$ cat config.mk
export PLATFORM = sky130hd
export DESIGN_NAME = slru_cell
export DESIGN_NICKNAME = d
export VERILOG_FILES = /design/src/design/slru_pkg.sv /design/src/design/slru_cell.sv
export SDC_FILE = /design/constraint.sdc
export NUM_CORES = 1
export LEC_CHECK = 0
export ABC_AREA = 1
export ABC_CLOCK_PERIOD_IN_PS = 2700
export BUFFER_PORTS_ARGS = -buffer_cell sky130_fd_sc_hd__buf_2
export CORE_ASPECT_RATIO = 1.2
export CORE_UTILIZATION = 28
export DETAILED_ROUTE_END_ITERATION = 7
export GPL_TIMING_DRIVEN = 0
export MAX_ROUTING_LAYER = met4
export PLACE_DENSITY_LB_ADDON = 0.2
export SLEW_MARGIN = 20
export SYNTH_ARGS = -nofsm -noshare
export SYNTH_HDL_FRONTEND = slang
export SYNTH_SLANG_ARGS = --single-unit
export TNS_END_PERCENT = 50
$ cat constraint.sdc
create_clock -name clk -period 2.7 [get_ports clk]
set_input_delay 0 -clock clk [delete_from_list [all_inputs] [get_ports clk]]
set_output_delay 0 -clock clk [all_outputs]
set_load 0.02 [all_outputs]
$ cat src/design/slru_pkg.sv
// Package for the segmented LRU replacement engine.
// It holds the transaction payload types, the register map and the control structs
// passed between the top level and the slot cells. It depends on nothing.
package slru_pkg;

    localparam int BLOCK_W = 40;
    localparam int SLOT_W  = 6;
    localparam int CAP_W   = 7;

    localparam logic FUNC_ACCESS = 1'b0;
    localparam logic FUNC_INVAL  = 1'b1;

    localparam logic REG_PROT_CAP = 1'b0;
    localparam logic REG_PROB_CAP = 1'b1;

    localparam logic [CAP_W-1:0] CAP_RESET = 7'd32;

    typedef struct packed {
        logic               func;
        logic [BLOCK_W-1:0] block_index;
        logic               write_dirty;
    } req_t;

    typedef struct packed {
        logic               hit;
        logic               was_protected;
        logic [SLOT_W-1:0]  slot;
        logic               victim_valid;
        logic [BLOCK_W-1:0] victim_index;
        logic               victim_dirty;
    } rsp_t;

    // Broadcast update to all cells. Cell A takes the new entry fields, cell D
    // is demoted to the probationary head, and every other valid cell moves
    // its rank by the increment and decrement of its own segment.
    typedef struct packed {
        logic upd;
        logic a_valid;
        logic a_prot;
        logic a_fill;
        logic a_dirty_keep;
        logic a_dirty_set;
        logic inc_prob;
        logic inc_prot;
        logic dec_prob;
        logic dec_prot;
    } slru_cmd_t;

    typedef struct packed {
        logic match;
        logic free;
        logic tail_prob;
        logic tail_prot;
        logic prot;
        logic dirty;
    } slru_stat_t;

endpackage

$ cat src/design/slru_cell.sv
// One slot of the replacement engine: tag, valid, dirty, segment and recency rank.
// Depends on slru_pkg for the command and status structs.
module slru_cell
    import slru_pkg::*;
#(
    parameter int TAG_BITS = 40,
    parameter int RW       = 6
)
(
    input  logic                clk,
    input  logic                rst_n,
    input  slru_cmd_t           cmd,
    input  logic                sel_a,
    input  logic                sel_d,
    input  logic [TAG_BITS-1:0] req_tag,
    input  logic [RW-1:0]       thr_prob,
    input  logic [RW-1:0]       thr_prot,
    input  logic [RW-1:0]       tail_rank_prob,
    input  logic [RW-1:0]       tail_rank_prot,
    output slru_stat_t          stat,
    output logic [RW-1:0]       rank,
    output logic [TAG_BITS-1:0] tag
);

    logic                valid_reg, valid_next;
    logic                prot_reg, prot_next;
    logic                dirty_reg, dirty_next;
    logic [RW-1:0]       rank_reg, rank_next;
    logic [TAG_BITS-1:0] tag_reg;
    logic                inc, dec;

    always_comb
    begin
        inc = prot_reg ? cmd.inc_prot : cmd.inc_prob;
        dec = prot_reg ? (cmd.dec_prot && (rank_reg > thr_prot))
                       : (cmd.dec_prob && (rank_reg > thr_prob));
        valid_next = valid_reg;
        prot_next  = prot_reg;
        dirty_next = dirty_reg;
        rank_next  = rank_reg;
        if (cmd.upd)
        begin
            if (sel_a)
            begin
                valid_next = cmd.a_valid;
                prot_next  = cmd.a_prot;
                dirty_next = (cmd.a_dirty_keep & dirty_reg) | cmd.a_dirty_set;
                rank_next  = '0;
            end
            else if (sel_d)
            begin
                prot_next = 1'b0;
                rank_next = '0;
            end
            else if (valid_reg)
            begin
                rank_next = rank_reg + RW'(inc) - RW'(dec);
            end
        end
    end

    always_ff @(posedge clk or negedge rst_n)
    begin
        if (!rst_n)
        begin
            valid_reg <= 1'b0;
            prot_reg  <= 1'b0;
            dirty_reg <= 1'b0;
            rank_reg  <= '0;
        end
        else
        begin
            valid_reg <= valid_next;
            prot_reg  <= prot_next;
            dirty_reg <= dirty_next;
            rank_reg  <= rank_next;
        end
    end

    always_ff @(posedge clk)
    begin
        if (cmd.upd && sel_a && cmd.a_fill)
        begin
            tag_reg <= req_tag;
        end
    end

    always_comb
    begin
        stat.match     = valid_reg && (tag_reg == req_tag);
        stat.free      = !valid_reg;
        stat.tail_prob = valid_reg && !prot_reg && (rank_reg == tail_rank_prob);
        stat.tail_prot = valid_reg && prot_reg && (rank_reg == tail_rank_prot);
        stat.prot      = prot_reg;
        stat.dirty     = dirty_reg;
    end

    assign rank = rank_reg;
    assign tag  = tag_reg;

endmodule

==> qor.csv, run 1 <==
metric,value,unit
status,"finished, final reports clean",
synth warn,0,
largest stage delay on the critical path,0.47,ns
ANT cells,0,
crit path launch type,flop,
reg2reg path depth,15,
hold path cells,4,
"EDFF count, synth",40,
later-pin clock latency in the skew report,0.29,ns
min-delay worst type,input port to flop,
cell count after synthesis,384,
fmax,0.379,GHz
kind of cell adding the most delay to the critical path,adder cells,
Synthesized Nets,481,
Yosys reg bits,49,
Main synth FF type,edfxtp_1,
Worst Skew,0.00675,ns
Final Hold Vio Count,0,
Die W,97.5,um
largest net degree at the start of global routing,25,
pwr dens,416,mW/mm2
CP max-delay cell,dfrtp_2,
worst-path fanout max,4,
Area contributors post-synth,"edfxtp_1 39%, nand2_1 14%, inv_1 11%",
Buffers on Ports,129,
"Slew Viols, Final",0,
first drt pass iteration count,4,
Rel. slew slack,0.786,
ratio of cells with drive above 1 in the final layout,0.300,
"Reg clk slew, reported paths",0.07,ns
Final nets,669,
Antenna Violating Nets Remaining,0,
Final Critical Period,2.64,ns
hold slack,0.0575,ns
Rows,41,
maximum vdd drop,0.215,mV
fin crit share,0.978,
total die area,0.0114,mm2
Worst Path Buf+Inv,1,
Routed WL,8000,um
library cells used by synthesis,29,
Worst Path Required,2.87,ns
first-pass GRT wire length,12900,um
Clock Tree Root,clkbuf_16,
# DRC,0,
CTS sink cnt,49,
area of placed instances,0.00393,mm2
TritonCTS clock tree,built,
largest area contributor in the netlist,edfxtp_1,
Final Instance Area,0.00465,mm2
RD Place Congestion,0.779,
vias,2922,
Die Height,117,um
I/O pins,130,
GRT Residual Overflow,0,
RSZ-0062 raised after global routing,yes,
post-synth top area share,0.392,
Avg Inst Size Synth,7.99,um2
total core area,0.0106,mm2
"Cell Chain, Critical Path","ha_4, nand4_1, nand3b_1, nand4_1, nand2_1, ha_1, inv_2, ha_4, fa_2, nand2_2, nand2_2, a21oi_2, nor2_1, o21ai_1, o21ai_1",
total track usage,0.146,
vias per cell,4.16,
crit path kind,flop to flop,
initial antenna violation count,0,
DP Wirelength,6030,um
1st-iter DRT viols,73,
Slew @ Worst Pin,0.321,ns
Critical Path Stages,15,
max reg flops,40,
Max Root-Sink Buffers,2,
Setup crit end kind,flop,
Worst EP arrival,2.81,ns
H-tree Lvls,2,
Leak Pwr,2.41,nW
TritonCTS Buffers,5,
Post-synth ARST share,0.184,
Initial Util,0.290,
number of global-route vias before repair,2773,
Avg WL per Cell,11.4,um
Max-cap violations,0,
area grow syn2layout,51.6,%
register area share after synthesis,0.465,
Setup-failing EPs final,0,
Mapped Area,0.00307,mm2
## stage by stage
| step | util | std cells | TNS (ns) | total power, mW | setup WS [ns] |
|---|---|---|---|---|---|
| after CTS | 0.437 | 701 | -0.00659 | 1.97 | -0.00659 |
| after floorplan | - | 384 | 0 | 1.10 | 0.00400 |
| after global placement | 0.367 | 642 | -28.00 | 1.25 | -0.699 |
| after global routing | 0.440 | 702 | -0.247 | 2.05 | -0.164 |
| after detailed placement | 0.372 | 644 | -0.262 | 1.26 | -0.190 |
| final | 0.440 | 702 | 0 | 1.94 | 0.0589 |
## worst min-delay path: cells and delay by family
family        cells  cell delay, ns
simple gates      3            0.18
buf+inv           1            0.13
## cells in the mapped netlist, types with 2 or more instances
master,instances
nor3_1,2
ha_1,18
inv_2,2
xor2_1,9
nand2_2,3
buf_4,2
nand3_1,10
inv_1,93
xnor2_1,3
nand4_1,9
dfrtp_1,9
o21ai_0,10
edfxtp_1,40
nand2_1,112
o22ai_1,5
a21oi_1,11
nor2_1,29
o21ai_1,6
## what timing repair did
action / in CTS / in global routing
setup endpoints to repair: 2 / 2
pin swaps: 14 / 8
buffers inserted: 3 / 1
hold buffers: 46 / 0
endpoints found under the hold margin: 52 / 0
gates resized for setup: 12 / 6
## final timing paths
check / start / slack [ns] / end
worst max-delay path: rank[5] / 0.06 / rank[4]
worst min-delay path: cmd[9] / 0.06 / prot_reg
worst min register to register: valid_reg / 0.63 / valid_reg
max in group asynchronous: rst_n / 2.39 / rank[4]
worst max register to register: rank[5] / 0.06 / rank[4]
min in group asynchronous: rst_n / 0.10 / prot_reg
## layout make-up
class                           count  area (um2)
Inverter                           95         357
Tap cell                          129         161
Timing Repair Buffer              181        1180
Fill cell                        1067        5920
Clock inverter                      2        13.8
Sequential cell                    49        1430
Clock buffer                        6         129
Multi-Input combinational cell    238        1360
Buffer                              2        15.0
## layout by cell type (no fill, tap or decap), drive strengths merged
cell type / n
xnor2: 3
o21a: 1
and2: 1
or2: 1
ha: 18
fa: 1
nand3b: 1
o211ai: 1
nor2: 31
nand3: 10
nor3: 2
xor2: 9
clkbuf: 6
dfrtp: 9
a21oi: 11
buf: 137
clkinv: 1
o22ai: 6
nand2: 115
edfxtp: 40
inv: 96
nor4: 1
o21ai: 16
mux2i: 1
dlygate4sd3: 46
nand4: 9
## cell families (layout without fill, tap and decap cells)
group,Yosys count,after routing,synth area share
multiplexers,1,1,0.00326
adder cells (fa/ha/maj),19,19,0.0800
flip-flops,49,49,0.465
AND/OR/NAND/NOR,171,171,0.233
XOR/XNOR,12,12,0.0343
AO/OA/AOI/OAI,35,35,0.0632
buffers and inverters,97,286,0.121
## metal layers
| layer | vias up | share of wire | GRT usage | wire length [um] |
|---|---|---|---|---|
| met2 | 88 | 0.49 | 0.262 | 3930 |
| met4 | 0 | 0.0091 | 0.0353 | 73 |
| li1 | 1570 | - | - | - |
| met3 | 5 | 0.046 | 0.0251 | 369 |
| met5 | - | 0 | - | 0 |
| met1 | 1259 | 0.45 | 0.171 | 3620 |
## power breakdown
| part | switching [mW] | internal, mW | total, mW |
|---|---|---|---|
| Combinational | 0.221 | 0.197 | 0.418 |
| Sequential | 0.0324 | 0.861 | 0.893 |
| Clock | 0.279 | 0.346 | 0.625 |
Note: power is estimated with default switching activity, not from simulation.
==> run 2: changes to the inputs <==
- CORE_MARGIN: default -> 4
==> run 2 against run 1 <==
  * Clock power about the same
  * Fmax fell by 2.1%
  * Core utilization fell by 0.42 points
  * Register-to-register slack worse by 0.06 ns
  * Combinational power about the same
  * Final cell count is the same
  * Global-route usage down 1.0 points
  * Via count is 3.4% higher
  * Sequential share of layout area grew 0.15 points
  * Critical endpoint unchanged
==> qor.csv, run 2 (synthesized netlist as in run 1, its figures left out) <==
metric,value,unit
status,"finished, final reports clean",
Leak Pwr,2.40,nW
Avg WL per Cell,12.0,um
area grow syn2layout,50.8,%
first-pass GRT wire length,13700,um
ratio of cells with drive above 1 in the final layout,0.297,
H-tree Lvls,2,
crit path kind,flop to flop,
hold slack,0.0325,ns
pwr dens,419,mW/mm2
I/O pins,130,
Worst Path Required,2.87,ns
fraction of power consumed by sequential logic,0.461,
TritonCTS clock tree,built,
total die area,0.0127,mm2
power share of the clock group,0.325,
Die W,104,um
Max Root-Sink Buffers,2,
RD Place Congestion,0.782,
"commonest non-fill, non-tap cell in the layout",buf_2,
Internal,1.40,mW
total track usage,0.136,
Setup crit end kind,flop,
ANT cells,0,
Final nets,669,
crit path launch type,flop,
"Reg clk slew, reported paths",0.07,ns
Final Critical Period,2.70,ns
DP Wirelength,6590,um
vias,3020,
RSZ-0062 raised after global routing,yes,
hold path cells,4,
Antenna Violating Nets Remaining,0,
maximum vdd drop,0.263,mV
Setup-failing EPs final,0,
worst-path fanout max,4,
first drt pass iteration count,4,
largest net degree at the start of global routing,24,
"Slew Viols, Final",0,
Rel. slew slack,0.616,
Rows,41,
sw power,0.535,mW
vias per cell,4.30,
initial antenna violation count,0,
1st-iter DRT viols,99,
Final Hold Vio Count,0,
setup ws final,0.00319,ns
max reg flops,40,
Worst EP arrival,2.86,ns
Worst Skew,0.00655,ns
# DRC,0,
most frequent cells in the layout,"129 x buf_2, 109 x nand2_1, 91 x inv_1",
GRT Residual Overflow,0,
Routed WL,8420,um
Die Height,123,um
Final Util,0.436,
CTS sink cnt,49,
fmax,0.371,GHz
Logic pwr share,0.215,
min-delay worst type,input port to flop,
reg2reg path depth,16,
number of global-route vias before repair,3024,
TritonCTS Buffers,5,
Place WS,-0.167,ns
Max-cap violations,0,
Initial Util,0.289,
Slew @ Worst Pin,0.575,ns
total core area,0.0106,mm2
Buffers on Ports,129,
Clock Tree Root,clkbuf_16,
later-pin clock latency in the skew report,0.29,ns
Switching Share,0.276,
fin crit share,0.999,
-- run 2: critical path, stage by stage, from the launching register on --
cell and delay [ns]:
dfrtp_2 0.47, ha_4 0.29, nand4_1 0.11, nor2_1 0.12, a21oi_1 0.07, nand3_1 0.11, nand2_2 0.07, ha_4 0.26
inv_2 0.03, ha_4 0.15, fa_2 0.36, nand2_2 0.08, nand2_2 0.05, a21oi_2 0.14, nor2_1 0.06, o21ai_1 0.11
o21ai_1 0.07
-- run 2: routing by layer --
metal,part of all wire,vias up,GRT usage
met3,0.054,5,0.0342
met1,0.44,1357,0.159
li1,-,1573,-
met5,0,-,-
met2,0.50,85,0.239
met4,0.0077,0,0.0283
-- run 2: power by group through the flow --
| stage | combinational [mW] | clock, mW | sequential [mW] |
|---|---|---|---|
| 2_1_floorplan | 0.162 | 0 | 0.943 |
| 3_3_place_gp | 0.341 | 0 | 0.908 |
| 3_5_place_dp | 0.351 | 0 | 0.909 |
| 4_1_cts | 0.414 | 0.663 | 0.892 |
| 5_1_grt | 0.470 | 0.684 | 0.897 |
| 6_report | 0.416 | 0.628 | 0.892 |
-- run 2: through the flow --
step                      instance area, um2  power (mW)  TNS [ns]  cells
after global placement                  3870        1.25    -30.75    642
after detailed placement                3900        1.26    -0.203    643
after global routing                    4630        2.05    -0.226    702
after floorplan                         3070        1.10         0    384
after CTS                               4580        1.97   -0.0166    701
final                                   4630        1.94         0    702
-- run 2: cell type report --
class                      count  area, um2
tap                          129        161
multi-input combinational    238       1350
clock buffer                   6        129
timing repair buffer         181       1170
fill                        1099       5990
inverter                      95        357
sequential                    49       1430
clock inverter                 2       13.8
buffer                         2       15.0
-- run 2: timing repair --
action / in CTS / in global routing
resized for setup: 10 / 6
pin swaps: 3 / 9
buffers inserted: 3 / 1
endpoints found under the hold margin: 52 / 0
hold buffers: 47 / 0
endpoints found under the setup margin: 2 / 2
-- run 2: worst paths after layout --
check / start / to / slack [ns]
min in group asynchronous: rst_n / valid_reg / 0.10
hold reg to reg: valid_reg / valid_reg / 0.62
max in group asynchronous: rst_n / rank[3] / 2.38
setup reg to reg: rank[5] / rank[4] / 0.003
hold / removal: sel_d / rank[2] / 0.03
setup / recovery: rank[5] / rank[4] / 0.003
==> run 3: changes to the inputs <==
- CORE_ASPECT_RATIO: 1.2 -> default
- CTS_BUF_LIST: default -> sky130_fd_sc_hd__clkbuf_8 sky130_fd_sc_hd__clkbuf_16
==> run 3 against run 2 <==
  * Sequential power is essentially flat
  * Cell area down 0.43%
  * Clock skew is 0.0047 ns lower
  * Count of clock-buffer cells in the layout down 1
  * Critical endpoint unchanged
  * Highest routed layer unchanged
==> qor.csv, run 3 (synthesized netlist as in run 1, its figures left out) <==
metric,value,unit
TritonCTS clock tree,built,
Final Critical Period,2.67,ns
Worst Path Buf+Inv,1,
Internal,1.23,mW
CTS sink cnt,49,
vias,2976,
TritonCTS Buffers,5,
FF-to-FF End,rank[4],
# DRC,0,
Leak Pwr,2.39,nW
ANT cells,0,
hold path cells,4,
total track usage,0.139,
fraction of power consumed by sequential logic,0.518,
Routed WL,8620,um
number of global-route vias before repair,3027,
worst-path fanout max,4,
Die Height,113,um
total core area,0.0105,mm2
Logic pwr share,0.246,
R2R Path Start,rank[4],
reg2reg setup slack,0.03,ns
Final Instance Area,0.00461,mm2
Antenna Violating Nets Remaining,0,
status,"finished, final reports clean",
"commonest non-fill, non-tap cell in the layout",buf_2,
Max Root-Sink Buffers,2,
most frequent cells in the layout,"129 x buf_2, 110 x nand2_1, 92 x inv_1",
RSZ-0062 raised after global routing,yes,
fin crit share,0.991,
"Cell Chain, Critical Path","ha_1, nand4_1, nand3b_1, nand4_1, nand2_1, ha_1, inv_2, ha_4, fa_2, nand2_2, nand2_2, a21oi_2, nor2_1, o21ai_1, o21ai_1",
Switching Share,0.287,
"Slew Viols, Final",0,
area of placed instances,0.00392,mm2
maximum vdd drop,0.191,mV
crit path launch type,flop,
Max-cap violations,0,
Worst Skew,0.00185,ns
kind of cell adding the most delay to the critical path,adder cells,
largest stage delay on the critical path,0.44,ns
ratio of cells with drive above 1 in the final layout,0.297,
GRT Residual Overflow,0,
area grow syn2layout,50.2,%
hold slack,0.0621,ns
Die W,113,um
I/O pins,130,
pwr dens,374,mW/mm2
largest net degree at the start of global routing,23,
min-delay worst type,input port to flop,
sw power,0.494,mW
Rows,37,
RD Place Congestion,0.856,
Setup crit end kind,flop,
Rel. slew slack,0.527,
first-pass GRT wire length,14000,um
power share of the clock group,0.237,
Slew @ Worst Pin,0.708,ns
Buffers on Ports,129,
H-tree Lvls,2,
Final nets,672,
Worst Path Required,2.88,ns
1st-iter DRT viols,92,
Avg WL per Cell,12.1,um
max reg flops,40,
"Reg clk slew, reported paths",0.09,ns
later-pin clock latency in the skew report,0.29,ns
Initial Util,0.292,
crit path kind,flop to flop,
CP max-delay cell,dfrtp_2,
total die area,0.0127,mm2
Clock Tree Root,clkbuf_8,
Min-Delay Startpoint,cmd[9],
Worst EP arrival,2.86,ns
Fill cells,1086,
hold endpoint,prot_reg,
vias per cell,4.19,
total power,1.72,mW
fmax,0.374,GHz
first drt pass iteration count,6,
reg2reg path depth,15,
Setup-failing EPs final,0,
Final Hold Vio Count,0,
initial antenna violation count,0,
DP Wirelength,6650,um
-- run 3: cell types whose count changed in the layout (fill, tap and decap cells not counted), moves of 2 or more --
cell	delta
buf_4	+2
a21oi_2	+2
clkbuf_8	+5
clkbuf_16	-5
a21oi_1	-2
-- run 3: layer usage --
metal  wire (um)  track usage  vias up
li1            -            -     1580
met1        3930        0.171     1312
met2        4160        0.238       75
met3         420       0.0248        9
met4         104       0.0280        0
met5           0            -        -
-- run 3: repair_timing --
action                                 CTS  global route
endpoints found under the hold margin   53             0
hold buffers                            48             0
setup endpoints to repair                2             2
setup buffers                            6             0
pin swaps                               12             9
gates resized for setup                 14             4
-- run 3: power by group through the flow --
stage / clock (mW) / combinational (mW) / sequential, mW
after CTS: 0.435 / 0.424 / 0.893
final: 0.408 / 0.423 / 0.892
after global placement: 0 / 0.343 / 0.909
after floorplan: 0 / 0.162 / 0.943
after detailed placement: 0 / 0.353 / 0.909
after global routing: 0.461 / 0.473 / 0.899
-- run 3: final cells by class --
type | count | area, um2 | area share
flip-flops and latches | 49 | 1430 | 0.311
plain buffers | 2 | 15.0 | 0.00326
clock inverters | 2 | 7.51 | 0.00163
repair buffers | 184 | 1200 | 0.260
clock buffers | 5 | 68.8 | 0.0149
inverters | 95 | 357 | 0.0774
multi-input cells | 238 | 1360 | 0.295
well taps | 136 | 170 | 0.0369
-- run 3: worst register-to-register path, delay by kind of cell, from the launching register on --
family / cells / cell delay, ns
compound gates: 3 / 0.32
fa+ha+maj: 4 / 1.08
buf+inv: 1 / 0.04
flops: 1 / 0.44
simple gates: 7 / 0.65
-- run 3: worst max path at each step --
stage,start,to,slack (ns),cells past startpoint
floorplan,rank[3],rank[4],0.004,17
global placement,cmd[9],tag[13],-0.66,3
detailed placement,rank[5],rank[4],-0.19,16
CTS,rank[5],rank[4],-0.01,15
global route,rank[5],rank[4],-0.19,16
finish,rank[4],rank[4],0.03,15
-- run 3: through the flow --
| step | utilization | instances | worst slack, ns | setup TNS, ns |
|---|---|---|---|---|
| after floorplan | - | 384 | 0.00400 | 0 |
| after global placement | 0.370 | 649 | -0.664 | -26.61 |
| after detailed placement | 0.373 | 650 | -0.186 | -0.205 |
| after CTS | 0.437 | 711 | -0.0109 | -0.0109 |
| after global routing | 0.438 | 711 | -0.189 | -0.248 |
| final | 0.438 | 711 | 0.0252 | 0 |
